$ cat config.mk
export PLATFORM = sky130hd
export DESIGN_NAME = motion_rep_counter_scorer_top
export DESIGN_NICKNAME = d
export VERILOG_FILES = /design/src/hw/rtl/mrcs_pkg.sv /design/src/hw/rtl/mrcs_divider.sv /design/src/hw/rtl/motion_rep_counter_scorer_top.sv
export SDC_FILE = /design/constraint.sdc
export NUM_CORES = 1
export LEC_CHECK = 0
export ABC_AREA = 1
export CAP_MARGIN = 20
export CELL_PAD_IN_SITES_DETAIL_PLACEMENT = 1
export CELL_PAD_IN_SITES_GLOBAL_PLACEMENT = 2
export CORE_ASPECT_RATIO = 1.4
export CORE_UTILIZATION = 39
export CTS_BUF_LIST = sky130_fd_sc_hd__clkbuf_4 sky130_fd_sc_hd__clkbuf_8 sky130_fd_sc_hd__clkbuf_16
export DETAILED_ROUTE_END_ITERATION = 6
export DONT_BUFFER_PORTS = 1
export PLACE_DENSITY = 0.92
export SLEW_MARGIN = 0
export SYNTH_ARGS = -nofsm -noshare
export SYNTH_HDL_FRONTEND = slang
export SYNTH_HIERARCHICAL = 1
export SYNTH_SLANG_ARGS = --single-unit
export TNS_END_PERCENT = 100
$ cat constraint.sdc
create_clock -name i_clk -period 6.4 [get_ports i_clk]
set_input_delay 0.64 -clock i_clk [delete_from_list [all_inputs] [get_ports i_clk]]
set_output_delay 0.64 -clock i_clk [all_outputs]
set_load 0.01 [all_outputs]
$ cat src/hw/rtl/mrcs_pkg.sv
// Shared types, codes and helpers for the motion rep counter and scorer.
`default_nettype none

package mrcs_pkg;

    // operation codes
    localparam logic [1:0] OP_SAMPLE = 2'd0;
    localparam logic [1:0] OP_START  = 2'd1;
    localparam logic [1:0] OP_STOP   = 2'd2;

    // configuration register indexes
    localparam int unsigned CFG_IDX_W = 3;
    localparam logic [CFG_IDX_W-1:0] REG_TARGET_REPS  = 3'd0;
    localparam logic [CFG_IDX_W-1:0] REG_ENTER_ANGLE  = 3'd1;
    localparam logic [CFG_IDX_W-1:0] REG_EXIT_ANGLE   = 3'd2;
    localparam logic [CFG_IDX_W-1:0] REG_TARGET_ANGLE = 3'd3;
    localparam logic [CFG_IDX_W-1:0] REG_ENTER_GYRO   = 3'd4;

    // defaults used when a register holds zero or less
    localparam logic        [7:0]  DEF_REPS   = 8'd5;
    localparam logic signed [15:0] DEF_ENTER  = 16'sd1500;
    localparam logic signed [15:0] DEF_EXIT   = 16'sd800;
    localparam logic signed [15:0] DEF_TARGET = 16'sd6000;
    localparam logic signed [15:0] DEF_GYRO   = 16'sd200;

    localparam logic [6:0] SCORE_MAX = 7'd100;

    // shared divider geometry
    localparam int unsigned DIV_W     = 24;
    localparam int unsigned DVS_W     = 16;
    localparam int unsigned DIV_CNT_W = 5;

    typedef struct packed {
        logic start;
    } t_div_req;

    typedef struct packed {
        logic busy;
        logic done;
    } t_div_rsp;

    // x * 100 as shifts and adds
    function automatic logic [DIV_W-1:0] mul100(input logic [21:0] x);
        logic [DIV_W-1:0] w;
        w = {2'b00, x};
        return (w << 6) + (w << 5) + (w << 2);
    endfunction

    function automatic logic [6:0] clamp_score(input logic [DIV_W-1:0] q);
        return (q > DIV_W'(100)) ? SCORE_MAX : q[6:0];
    endfunction

endpackage

`default_nettype wire

$ cat src/hw/rtl/mrcs_divider.sv
// Restoring divider, one quotient bit per cycle, shared by all score and mean ratios.
`default_nettype none

module mrcs_divider (
    input  logic                           i_clk,
    input  logic                           i_rst_n,
    input  mrcs_pkg::t_div_req             i_req,
    input  logic [mrcs_pkg::DIV_W-1:0]     i_dividend,
    input  logic [mrcs_pkg::DVS_W-1:0]     i_divisor,
    output mrcs_pkg::t_div_rsp             o_rsp,
    output logic [mrcs_pkg::DIV_W-1:0]     o_quotient
);
    import mrcs_pkg::*;

    localparam logic [DIV_CNT_W-1:0] LAST_STEP = DIV_CNT_W'(DIV_W - 1);

    logic                 r_busy;
    logic                 r_done;
    logic [DIV_CNT_W-1:0] r_cnt;
    logic [DVS_W-1:0]     r_rem;
    logic [DIV_W-1:0]     r_quo;
    logic [DVS_W-1:0]     r_dvs;

    logic [DVS_W:0]       w_shift;
    logic [DVS_W:0]       w_diff;
    logic                 w_ge;

    assign w_shift = {r_rem, r_quo[DIV_W-1]};
    assign w_ge    = w_shift >= {1'b0, r_dvs};
    assign w_diff  = w_shift - {1'b0, r_dvs};

    always_ff @(posedge i_clk) begin
        if (!i_rst_n) begin
            r_busy <= 1'b0;
            r_done <= 1'b0;
            r_cnt  <= '0;
        end else begin
            r_done <= 1'b0;
            if (i_req.start) begin
                r_busy <= 1'b1;
                r_cnt  <= '0;
            end else if (r_busy) begin
                r_cnt <= r_cnt + DIV_CNT_W'(1);
                if (r_cnt == LAST_STEP) begin
                    r_busy <= 1'b0;
                    r_done <= 1'b1;
                end
            end
        end
    end

    // dividend shifts out of the top while quotient bits shift in at the bottom
    always_ff @(posedge i_clk) begin
        if (i_req.start) begin
            r_rem <= '0;
            r_quo <= i_dividend;
            r_dvs <= i_divisor;
        end else if (r_busy) begin
            r_rem <= w_ge ? w_diff[DVS_W-1:0] : w_shift[DVS_W-1:0];
            r_quo <= {r_quo[DIV_W-2:0], w_ge};
        end
    end

    assign o_rsp.busy = r_busy;
    assign o_rsp.done = r_done;
    assign o_quotient = r_quo;

endmodule

`default_nettype wire

$ cat src/hw/rtl/motion_rep_counter_scorer_top.sv
// Top level: rep detection state, config latch, sequencer and scoring around a shared divider.
//
//  channel | valid      | ready       | payload
//  --------+------------+-------------+------------------------------------------------
//  in      | i_in_valid | o_in_ready  | i_operation, i_sample_valid, i_upper_arm_stable,
//          |            |             | i_rotation_angle, i_roll_gyro_rate
//  out     | o_out_valid| i_out_ready | o_shown_angle .. o_done_res
//  cfg     | i_cfg_valid| o_cfg_ready | i_cfg_index, i_cfg_data
//
//  Each request passes through an update state, then three 24-step divisions (mean peak,
//  completion, amplitude) on the one shared divider, before it is published.
//  Input is taken only while the sequencer is idle; a finished result waits in the output
//  register, and the next request is accepted meanwhile but publishes only once it is taken.
//  Reset is synchronous, active low; config registers reset to their default values.
//  Config writes are always accepted.
`default_nettype none

module motion_rep_counter_scorer_top (
    input  logic                              i_clk,
    input  logic                              i_rst_n,

    input  logic                              i_in_valid,
    output logic                              o_in_ready,
    input  logic [1:0]                        i_operation,
    input  logic                              i_sample_valid,
    input  logic                              i_upper_arm_stable,
    input  logic signed [15:0]                i_rotation_angle,
    input  logic signed [15:0]                i_roll_gyro_rate,

    output logic                              o_out_valid,
    input  logic                              i_out_ready,
    output logic signed [15:0]                o_shown_angle,
    output logic                              o_mid_rep,
    output logic [7:0]                        o_rep_count,
    output logic [14:0]                       o_max_peak,
    output logic [14:0]                       o_average_peak,
    output logic [6:0]                        o_reps_score,
    output logic [6:0]                        o_reach_score,
    output logic [6:0]                        o_blend_score,
    output logic                              o_rep_completed,
    output logic                              o_goal_hit,
    output logic                              o_running,
    output logic                              o_done_res,

    input  logic                              i_cfg_valid,
    output logic                              o_cfg_ready,
    input  logic [mrcs_pkg::CFG_IDX_W-1:0]    i_cfg_index,
    input  logic [15:0]                       i_cfg_data
);
    import mrcs_pkg::*;

    typedef enum logic [5:0] {
        S_IDLE     = 6'b000001,
        S_UPDATE   = 6'b000010,
        S_DIV_MEAN = 6'b000100,
        S_DIV_COMP = 6'b001000,
        S_DIV_AMP  = 6'b010000,
        S_PUBLISH  = 6'b100000
    } t_state;

    t_state r_state, n_state;
    logic   r_div_go, n_div_go;

    // raw config registers
    logic        [7:0]  r_reg_reps;
    logic signed [15:0] r_reg_enter, r_reg_exit, r_reg_target, r_reg_gyro;

    // latched, sanitized config
    logic        [7:0]  r_cfg_reps, n_cfg_reps;
    logic signed [15:0] r_cfg_enter, n_cfg_enter;
    logic signed [15:0] r_cfg_exit, n_cfg_exit;
    logic signed [15:0] r_cfg_target, n_cfg_target;
    logic signed [15:0] r_cfg_gyro, n_cfg_gyro;

    // captured request
    logic [1:0]         r_op;
    logic               r_svalid, r_stable;
    logic signed [15:0] r_angle, r_rate;

    // tracking state
    logic               r_run, n_run;
    logic               r_done, n_done;
    logic               r_motion, n_motion;
    logic [7:0]         r_reps, n_reps;
    logic signed [15:0] r_last, n_last;
    logic signed [15:0] r_peak, n_peak;
    logic [14:0]        r_best, n_best;
    logic [23:0]        r_total, n_total;
    logic [15:0]        r_mean;
    logic               r_rep_pulse, n_rep_pulse;
    logic               r_fin_pulse, n_fin_pulse;
    logic [6:0]         r_comp, r_amp;

    // sanitizing and sample helpers
    logic        [7:0]  w_san_reps;
    logic signed [15:0] w_san_enter, w_exit_pos, w_san_exit, w_san_target, w_san_gyro;
    logic [16:0]        w_rate_x, w_mag;
    logic signed [15:0] w_peak_up;
    logic [7:0]         w_reps_inc;
    logic [7:0]         w_score_sum;

    // divider hookup
    t_div_req           w_div_req;
    t_div_rsp           w_div_rsp;
    logic [DIV_W-1:0]   w_dividend;
    logic [DVS_W-1:0]   w_divisor;
    logic [DIV_W-1:0]   w_quotient;

    logic               w_in_take;
    logic               w_publish;

    assign o_in_ready  = (r_state == S_IDLE);
    assign o_cfg_ready = 1'b1;
    assign w_in_take   = i_in_valid && o_in_ready;
    assign w_publish   = (r_state == S_PUBLISH) && (!o_out_valid || i_out_ready);

    assign w_san_reps   = (r_reg_reps == 8'd0) ? DEF_REPS : r_reg_reps;
    assign w_san_enter  = (r_reg_enter <= 16'sd0) ? DEF_ENTER : r_reg_enter;
    assign w_exit_pos   = (r_reg_exit <= 16'sd0) ? DEF_EXIT : r_reg_exit;
    assign w_san_exit   = (w_exit_pos > w_san_enter) ? (w_san_enter >>> 1) : w_exit_pos;
    assign w_san_target = (r_reg_target <= 16'sd0) ? DEF_TARGET : r_reg_target;
    assign w_san_gyro   = (r_reg_gyro <= 16'sd0) ? DEF_GYRO : r_reg_gyro;

    assign w_rate_x   = {r_rate[15], r_rate};
    assign w_mag      = r_rate[15] ? (~w_rate_x + 17'd1) : w_rate_x;
    assign w_peak_up  = (r_angle > r_peak) ? r_angle : r_peak;
    assign w_reps_inc = r_reps + 8'd1;

    // per-request state update
    always_comb begin
        n_run        = r_run;
        n_done       = r_done;
        n_motion     = r_motion;
        n_reps       = r_reps;
        n_last       = r_last;
        n_peak       = r_peak;
        n_best       = r_best;
        n_total      = r_total;
        n_rep_pulse  = r_rep_pulse;
        n_fin_pulse  = r_fin_pulse;
        n_cfg_reps   = r_cfg_reps;
        n_cfg_enter  = r_cfg_enter;
        n_cfg_exit   = r_cfg_exit;
        n_cfg_target = r_cfg_target;
        n_cfg_gyro   = r_cfg_gyro;
        unique case (r_op)
            OP_SAMPLE: begin
                n_rep_pulse = 1'b0;
                n_fin_pulse = 1'b0;
                if (r_run && !r_done) begin
                    if (!r_svalid || !r_stable) begin
                        n_last   = r_svalid ? r_angle : 16'sd0;
                        n_motion = 1'b0;
                        n_peak   = 16'sd0;
                    end else begin
                        n_last = r_angle;
                        if (!r_motion) begin
                            if (r_angle >= r_cfg_enter || w_mag >= {1'b0, r_cfg_gyro}) begin
                                n_motion = 1'b1;
                                n_peak   = r_angle;
                            end
                        end else begin
                            n_peak = w_peak_up;
                            // rep ends: back under exit level after peaking past enter
                            if (r_angle <= r_cfg_exit && w_peak_up >= r_cfg_enter) begin
                                n_motion    = 1'b0;
                                n_reps      = w_reps_inc;
                                n_rep_pulse = 1'b1;
                                if (w_peak_up[14:0] > r_best) begin
                                    n_best = w_peak_up[14:0];
                                end
                                n_total = r_total + {9'd0, w_peak_up[14:0]};
                                if (w_reps_inc >= r_cfg_reps) begin
                                    n_done      = 1'b1;
                                    n_run       = 1'b0;
                                    n_fin_pulse = 1'b1;
                                end
                            end
                        end
                    end
                end
            end
            OP_START: begin
                n_cfg_reps   = w_san_reps;
                n_cfg_enter  = w_san_enter;
                n_cfg_exit   = w_san_exit;
                n_cfg_target = w_san_target;
                n_cfg_gyro   = w_san_gyro;
                n_run        = 1'b1;
                n_done       = 1'b0;
                n_motion     = 1'b0;
                n_reps       = 8'd0;
                n_last       = 16'sd0;
                n_peak       = 16'sd0;
                n_best       = 15'd0;
                n_total      = 24'd0;
                n_rep_pulse  = 1'b0;
                n_fin_pulse  = 1'b0;
            end
            OP_STOP: begin
                n_run    = 1'b0;
                n_motion = 1'b0;
            end
            default: begin
            end
        endcase
    end

    // sequencer
    always_comb begin
        n_state  = r_state;
        n_div_go = 1'b0;
        unique case (r_state)
            S_IDLE: begin
                if (i_in_valid) n_state = S_UPDATE;
            end
            S_UPDATE: begin
                n_state  = S_DIV_MEAN;
                n_div_go = 1'b1;
            end
            S_DIV_MEAN: begin
                if (w_div_rsp.done) begin
                    n_state  = S_DIV_COMP;
                    n_div_go = 1'b1;
                end
            end
            S_DIV_COMP: begin
                if (w_div_rsp.done) begin
                    n_state  = S_DIV_AMP;
                    n_div_go = 1'b1;
                end
            end
            S_DIV_AMP: begin
                if (w_div_rsp.done) n_state = S_PUBLISH;
            end
            S_PUBLISH: begin
                if (w_publish) n_state = S_IDLE;
            end
            default: n_state = S_IDLE;
        endcase
    end

    // operand select for the shared divider
    always_comb begin
        unique case (r_state)
            S_DIV_COMP: begin
                w_dividend = mul100({14'd0, r_reps});
                w_divisor  = {8'd0, r_cfg_reps};
            end
            S_DIV_AMP: begin
                w_dividend = mul100({7'd0, r_best});
                w_divisor  = r_cfg_target;
            end
            default: begin
                w_dividend = r_total;
                w_divisor  = {8'd0, r_reps};
            end
        endcase
    end

    assign w_div_req.start = r_div_go;

    mrcs_divider u_div (
        .i_clk      (i_clk),
        .i_rst_n    (i_rst_n),
        .i_req      (w_div_req),
        .i_dividend (w_dividend),
        .i_divisor  (w_divisor),
        .o_rsp      (w_div_rsp),
        .o_quotient (w_quotient)
    );

    always_ff @(posedge i_clk) begin
        if (!i_rst_n) begin
            r_state      <= S_IDLE;
            r_div_go     <= 1'b0;
            r_reg_reps   <= DEF_REPS;
            r_reg_enter  <= DEF_ENTER;
            r_reg_exit   <= DEF_EXIT;
            r_reg_target <= DEF_TARGET;
            r_reg_gyro   <= DEF_GYRO;
            r_cfg_reps   <= DEF_REPS;
            r_cfg_enter  <= DEF_ENTER;
            r_cfg_exit   <= DEF_EXIT;
            r_cfg_target <= DEF_TARGET;
            r_cfg_gyro   <= DEF_GYRO;
            r_run        <= 1'b0;
            r_done       <= 1'b0;
            r_motion     <= 1'b0;
            r_reps       <= 8'd0;
            r_last       <= 16'sd0;
            r_peak       <= 16'sd0;
            r_best       <= 15'd0;
            r_total      <= 24'd0;
            r_mean       <= 16'd0;
            r_rep_pulse  <= 1'b0;
            r_fin_pulse  <= 1'b0;
            o_out_valid  <= 1'b0;
        end else begin
            r_state  <= n_state;
            r_div_go <= n_div_go;

            if (i_cfg_valid) begin
                unique case (i_cfg_index)
                    REG_TARGET_REPS:  r_reg_reps   <= i_cfg_data[7:0];
                    REG_ENTER_ANGLE:  r_reg_enter  <= i_cfg_data;
                    REG_EXIT_ANGLE:   r_reg_exit   <= i_cfg_data;
                    REG_TARGET_ANGLE: r_reg_target <= i_cfg_data;
                    REG_ENTER_GYRO:   r_reg_gyro   <= i_cfg_data;
                    default: begin
                    end
                endcase
            end

            if (r_state == S_UPDATE) begin
                r_cfg_reps   <= n_cfg_reps;
                r_cfg_enter  <= n_cfg_enter;
                r_cfg_exit   <= n_cfg_exit;
                r_cfg_target <= n_cfg_target;
                r_cfg_gyro   <= n_cfg_gyro;
                r_run        <= n_run;
                r_done       <= n_done;
                r_motion     <= n_motion;
                r_reps       <= n_reps;
                r_last       <= n_last;
                r_peak       <= n_peak;
                r_best       <= n_best;
                r_total      <= n_total;
                r_rep_pulse  <= n_rep_pulse;
                r_fin_pulse  <= n_fin_pulse;
            end

            // no reps means mean of zero; the divider result is meaningless then
            if (r_state == S_DIV_MEAN && w_div_rsp.done) begin
                r_mean <= (r_reps == 8'd0) ? 16'd0 : w_quotient[15:0];
            end

            if (w_publish) begin
                o_out_valid <= 1'b1;
            end else if (i_out_ready) begin
                o_out_valid <= 1'b0;
            end
        end
    end

    // request capture, score capture and output payload
    assign w_score_sum = {1'b0, r_comp} + {1'b0, r_amp};

    always_ff @(posedge i_clk) begin
        if (w_in_take) begin
            r_op     <= i_operation;
            r_svalid <= i_sample_valid;
            r_stable <= i_upper_arm_stable;
            r_angle  <= i_rotation_angle;
            r_rate   <= i_roll_gyro_rate;
        end
        if (r_state == S_DIV_COMP && w_div_rsp.done) r_comp <= clamp_score(w_quotient);
        if (r_state == S_DIV_AMP && w_div_rsp.done)  r_amp  <= clamp_score(w_quotient);
        if (w_publish) begin
            o_shown_angle   <= r_last;
            o_mid_rep       <= r_motion;
            o_rep_count     <= r_reps;
            o_max_peak      <= r_best;
            o_average_peak  <= r_mean[14:0];
            o_reps_score    <= r_comp;
            o_reach_score   <= r_amp;
            o_blend_score   <= w_score_sum[7:1];
            o_rep_completed <= r_rep_pulse;
            o_goal_hit      <= r_fin_pulse;
            o_running       <= r_run;
            o_done_res      <= r_done;
        end
    end

    a_done_stops_run: assert property (@(posedge i_clk) disable iff (!i_rst_n)
        r_done |-> !r_run)
        else $error("done flag set while still running");

    a_reps_bounded: assert property (@(posedge i_clk) disable iff (!i_rst_n)
        r_reps <= r_cfg_reps)
        else $error("rep count passed the target");

    a_div_start_idle: assert property (@(posedge i_clk) disable iff (!i_rst_n)
        w_div_req.start |-> !w_div_rsp.busy)
        else $error("divider restarted while busy");

    a_out_from_publish: assert property (@(posedge i_clk) disable iff (!i_rst_n)
        $rose(o_out_valid) |-> $past(r_state == S_PUBLISH))
        else $error("result raised outside publish");

endmodule

`default_nettype wire
==> impl_metrics.env <==
export IMPL_cap_violations=0
export IMPL_initial_core_util_pct=39.72
export IMPL_seq_power_share_pct=42.0
export IMPL_die_area_um2=63330
export IMPL_multi_input_area_um2=11850
export IMPL_power_internal_mw=5.169
export IMPL_power_frac_clock_pct=37.9
export IMPL_placedCellCount=3761
export IMPL_grt_pass1_wl_um=117500
export IMPL_cts_clk_slew_worst_paths_ps=70
export IMPL_total_switching_power_mw=2.337
export IMPL_clock_sinks=444
export IMPL_power_share_switching_pct=31.14
export IMPL_critPathArrivalTime_ps=5480
export IMPL_drtIter0Drc=952
export IMPL_grt_start_max_net_pins=122
export IMPL_required_ps=6860
export IMPL_dr_pass1_iters=4
export IMPL_p_per_area_nw_per_um2=282.3
export IMPL_reg2reg_depth=19
export IMPL_hpwl_um=55900
export IMPL_ys_warn_count=6
export IMPL_post_cts_repair_setup_buffers=0
export IMPL_core_area_um2=61180
export IMPL_numCtsBuffers=47
export IMPL_design_portCount=143
export IMPL_cts_max_path_buffers=3
export IMPL_fp_row_count=107
export IMPL_number_of_cells_upsized_or_downsized_after_cts=0
export IMPL_grt_overflow_total=0
export IMPL_finalHoldViolations=0
export IMPL_wl_per_cell_um=19.21
export IMPL_dp_worst_setup_slack_ps=1331
export IMPL_crit_fanout=37
export IMPL_synthCells=3026
export IMPL_worst_clock_skew_ps=42.43
export IMPL_max_slew_margin_rel_pct=25.56
export IMPL_syn_to_final_growth_pct=9.417
export IMPL_route_detailed_vias_per_inst=5.282
export IMPL_setup_worst_path_class="reg2reg"
export IMPL_post_synth_instance_area_um2=24300
export IMPL_worst_setup_path_end_kind="flip-flop"
export IMPL_path_delay_family="simple AND/OR/NAND/NOR gates"
export IMPL_drc_errors=0
export IMPL_final_number_of_max_transition_violations=0
export IMPL_pwr_share_comb_pct=20.1
export IMPL_worstPathBufferInverterCount=1
export IMPL_worst_slack_ps=1385
export IMPL_fin_tns_setup_ps=0
export IMPL_final_period_utilization_pct=78.36
export IMPL_worst_pin_slew_ps=1114
export IMPL_cp_slowest_stage_delay_ps=550
export IMPL_drt_antenna_violating_nets=0
export IMPL_vias=20335
export IMPL_place_gp_congestion=0.8956
export IMPL_start_kind="flip-flop"
export IMPL_rsz0062_at_grt="false"
export IMPL_stdcell_count=3850
export IMPL_timing_hold_worst_class="in2reg"
export IMPL_crit_chain="ha_1 > a21oi_1 > nand2_1 > a21oi_2 > nand2_1 > nand2_2 > nand3_4 > o21ai_1 > inv_1 > ha_1 > nand2_1 > o21ai_0 > a21oi_1 > o21ai_0 > nand2_1 > nand2_1 > nand3_4 > nand2_1 > a21oi_1"
export IMPL_die_x_um=213.0
export IMPL_status="complete, no violations"
export IMPL_finalNetCount=3273
export IMPL_finalSetupViolations=0
export IMPL_slowest_stage="sky130_fd_sc_hd__o21ai_1"
export IMPL_number_of_h_tree_levels=2
export IMPL_vdd_drop_max_uv=243.9
export IMPL_fmax_mhz=199.4
export IMPL_cts_hold_repair_buffers=0
export IMPL_clock_insertion_delay_worst_skew_ps=620
export IMPL_cp_depth=19
export IMPL_layout_drive_gt1_share_pct=5.838
export IMPL_worstHoldPathCells=0
export IMPL_postRouteWirelength_um=73950
export IMPL_final_fill_count=7406
export IMPL_critPathMostFrequentCell="sky130_fd_sc_hd__nand2_1"
export IMPL_grt_pass1_vias=21634
export IMPL_p_leak_nw=11.44
export IMPL_fin_crit_ps=5015
export IMPL_chipHeight_um=297.4
export IMPL_port_buffers=0
export IMPL_antenna_found_initial=2
export IMPL_ctsRootBufferMaster="sky130_fd_sc_hd__clkbuf_16"
export IMPL_total_routing_resource_utilization_after_global_routing_pct=23.61
export IMPL_clock_tree_from_tritoncts="yes"
export IMPL_synthesis_area_per_instance_um2=8.031
export IMPL_postLayoutCoreUtil_pct=43.46
export IMPL_regArea_um2=10590
[cells in the final DEF, fill, tap and decap left out, types with 6 or more instances in the layout]
master                        n
sky130_fd_sc_hd__dfxtp_1    274
sky130_fd_sc_hd__nand3_2      8
sky130_fd_sc_hd__a31oi_1      8
sky130_fd_sc_hd__o21bai_1    10
sky130_fd_sc_hd__a21o_1       7
sky130_fd_sc_hd__xor2_1      34
sky130_fd_sc_hd__xnor2_1     17
sky130_fd_sc_hd__nand3_1    176
sky130_fd_sc_hd__nand2_1    731
sky130_fd_sc_hd__o21ai_1     14
sky130_fd_sc_hd__a21oi_1    282
sky130_fd_sc_hd__o21ai_0    150
sky130_fd_sc_hd__nand4_1     36
sky130_fd_sc_hd__fa_1        20
sky130_fd_sc_hd__nor2_1     241
sky130_fd_sc_hd__ha_1       199
sky130_fd_sc_hd__buf_4       13
sky130_fd_sc_hd__clkbuf_16   49
sky130_fd_sc_hd__inv_1      360
sky130_fd_sc_hd__nand2_2      6
sky130_fd_sc_hd__nor4_1      20
sky130_fd_sc_hd__nand3b_1     7
sky130_fd_sc_hd__clkinv_1     6
sky130_fd_sc_hd__clkbuf_4     9
sky130_fd_sc_hd__or2_2       23
sky130_fd_sc_hd__o22ai_1      9
sky130_fd_sc_hd__clkinv_2     8
sky130_fd_sc_hd__a211oi_1     7
sky130_fd_sc_hd__inv_2       11
sky130_fd_sc_hd__o211ai_1    12
sky130_fd_sc_hd__o221ai_1    12
sky130_fd_sc_hd__edfxtp_1   170
sky130_fd_sc_hd__nor3_1      35
[metal layers]
metal  routed length, um  vias up  track usage [%]  share of wire (%)
met2               38900      345            43.77                 53
met1               29480     9884            26.41                 40
met4                3080        4            10.12                4.2
li1                    -     9955                -                  -
met3                2458      147            3.262                3.3
met5                  27        -                0              0.037
[worst reg2reg max path, delay by kind of cell, from the launching register on]
family,cells,cell delay [ps]
compound gates,7,1510
buf+inv,1,200
flops,1,530
simple gates,9,1890
fa+ha+maj,2,730
[layout make-up]
| cell class | count | share of cell area (%) |
|---|---|---|
| Tap cell | 817 | 3.844 |
| Antenna cell | 1 | 0.009411 |
| Multi-Input combinational cell | 2110 | 44.57 |
| Clock inverter | 25 | 0.8940 |
| Timing Repair Buffer | 15 | 0.4517 |
| Clock buffer | 62 | 5.072 |
| Inverter | 376 | 5.327 |
| Sequential cell | 444 | 39.83 |
[state kept, by name, indices dropped and copies added, names as in the netlist, 15 cells and up]
name,cells
o_shown_angle,16
r_mean,15
r_reg_exit,16
u_div/o_quotient,24
r_best,15
r_cfg_exit,16
o_max_peak,15
u_div/r_rem,16
r_total,24
o_average_peak,15
r_reg_enter,16
r_peak,16
u_div/r_dvs,16
r_cfg_enter,16
r_cfg_target,16
r_reg_target,16
r_reg_gyro,16
r_cfg_gyro,16
r_rate,16
r_angle,16
r_last,16
[stage by stage]
step	area (um^2)	total power [mW]	hold WS, ps
2_1_floorplan	24310	4.320	406.4
3_3_place_gp	24980	4.642	416.3
3_5_place_dp	24990	4.722	417.3
4_1_cts	26580	7.586	75.47
5_1_grt	26590	7.880	85.23
6_report	26590	7.507	111.7
[final timing paths]
kind | startpoint | slack [ps] | to
min reg2reg | r_last[9] | 430 | o_shown_angle[9]
max | r_angle[11] | 1390 | r_best[7]
max reg2reg | r_angle[11] | 1390 | r_best[7]
min | i_rotation_angle[1] | 110 | r_angle[1]
[power groups by stage]
stage	combinational, mW	sequential, mW	clock (mW)
2_1_floorplan	1.14	3.18	0
3_3_place_gp	1.44	3.20	0
3_5_place_dp	1.51	3.21	0
4_1_cts	1.53	3.15	2.91
5_1_grt	1.72	3.16	3.00
6_report	1.51	3.15	2.85
Note: power is estimated with default switching activity, not from simulation.
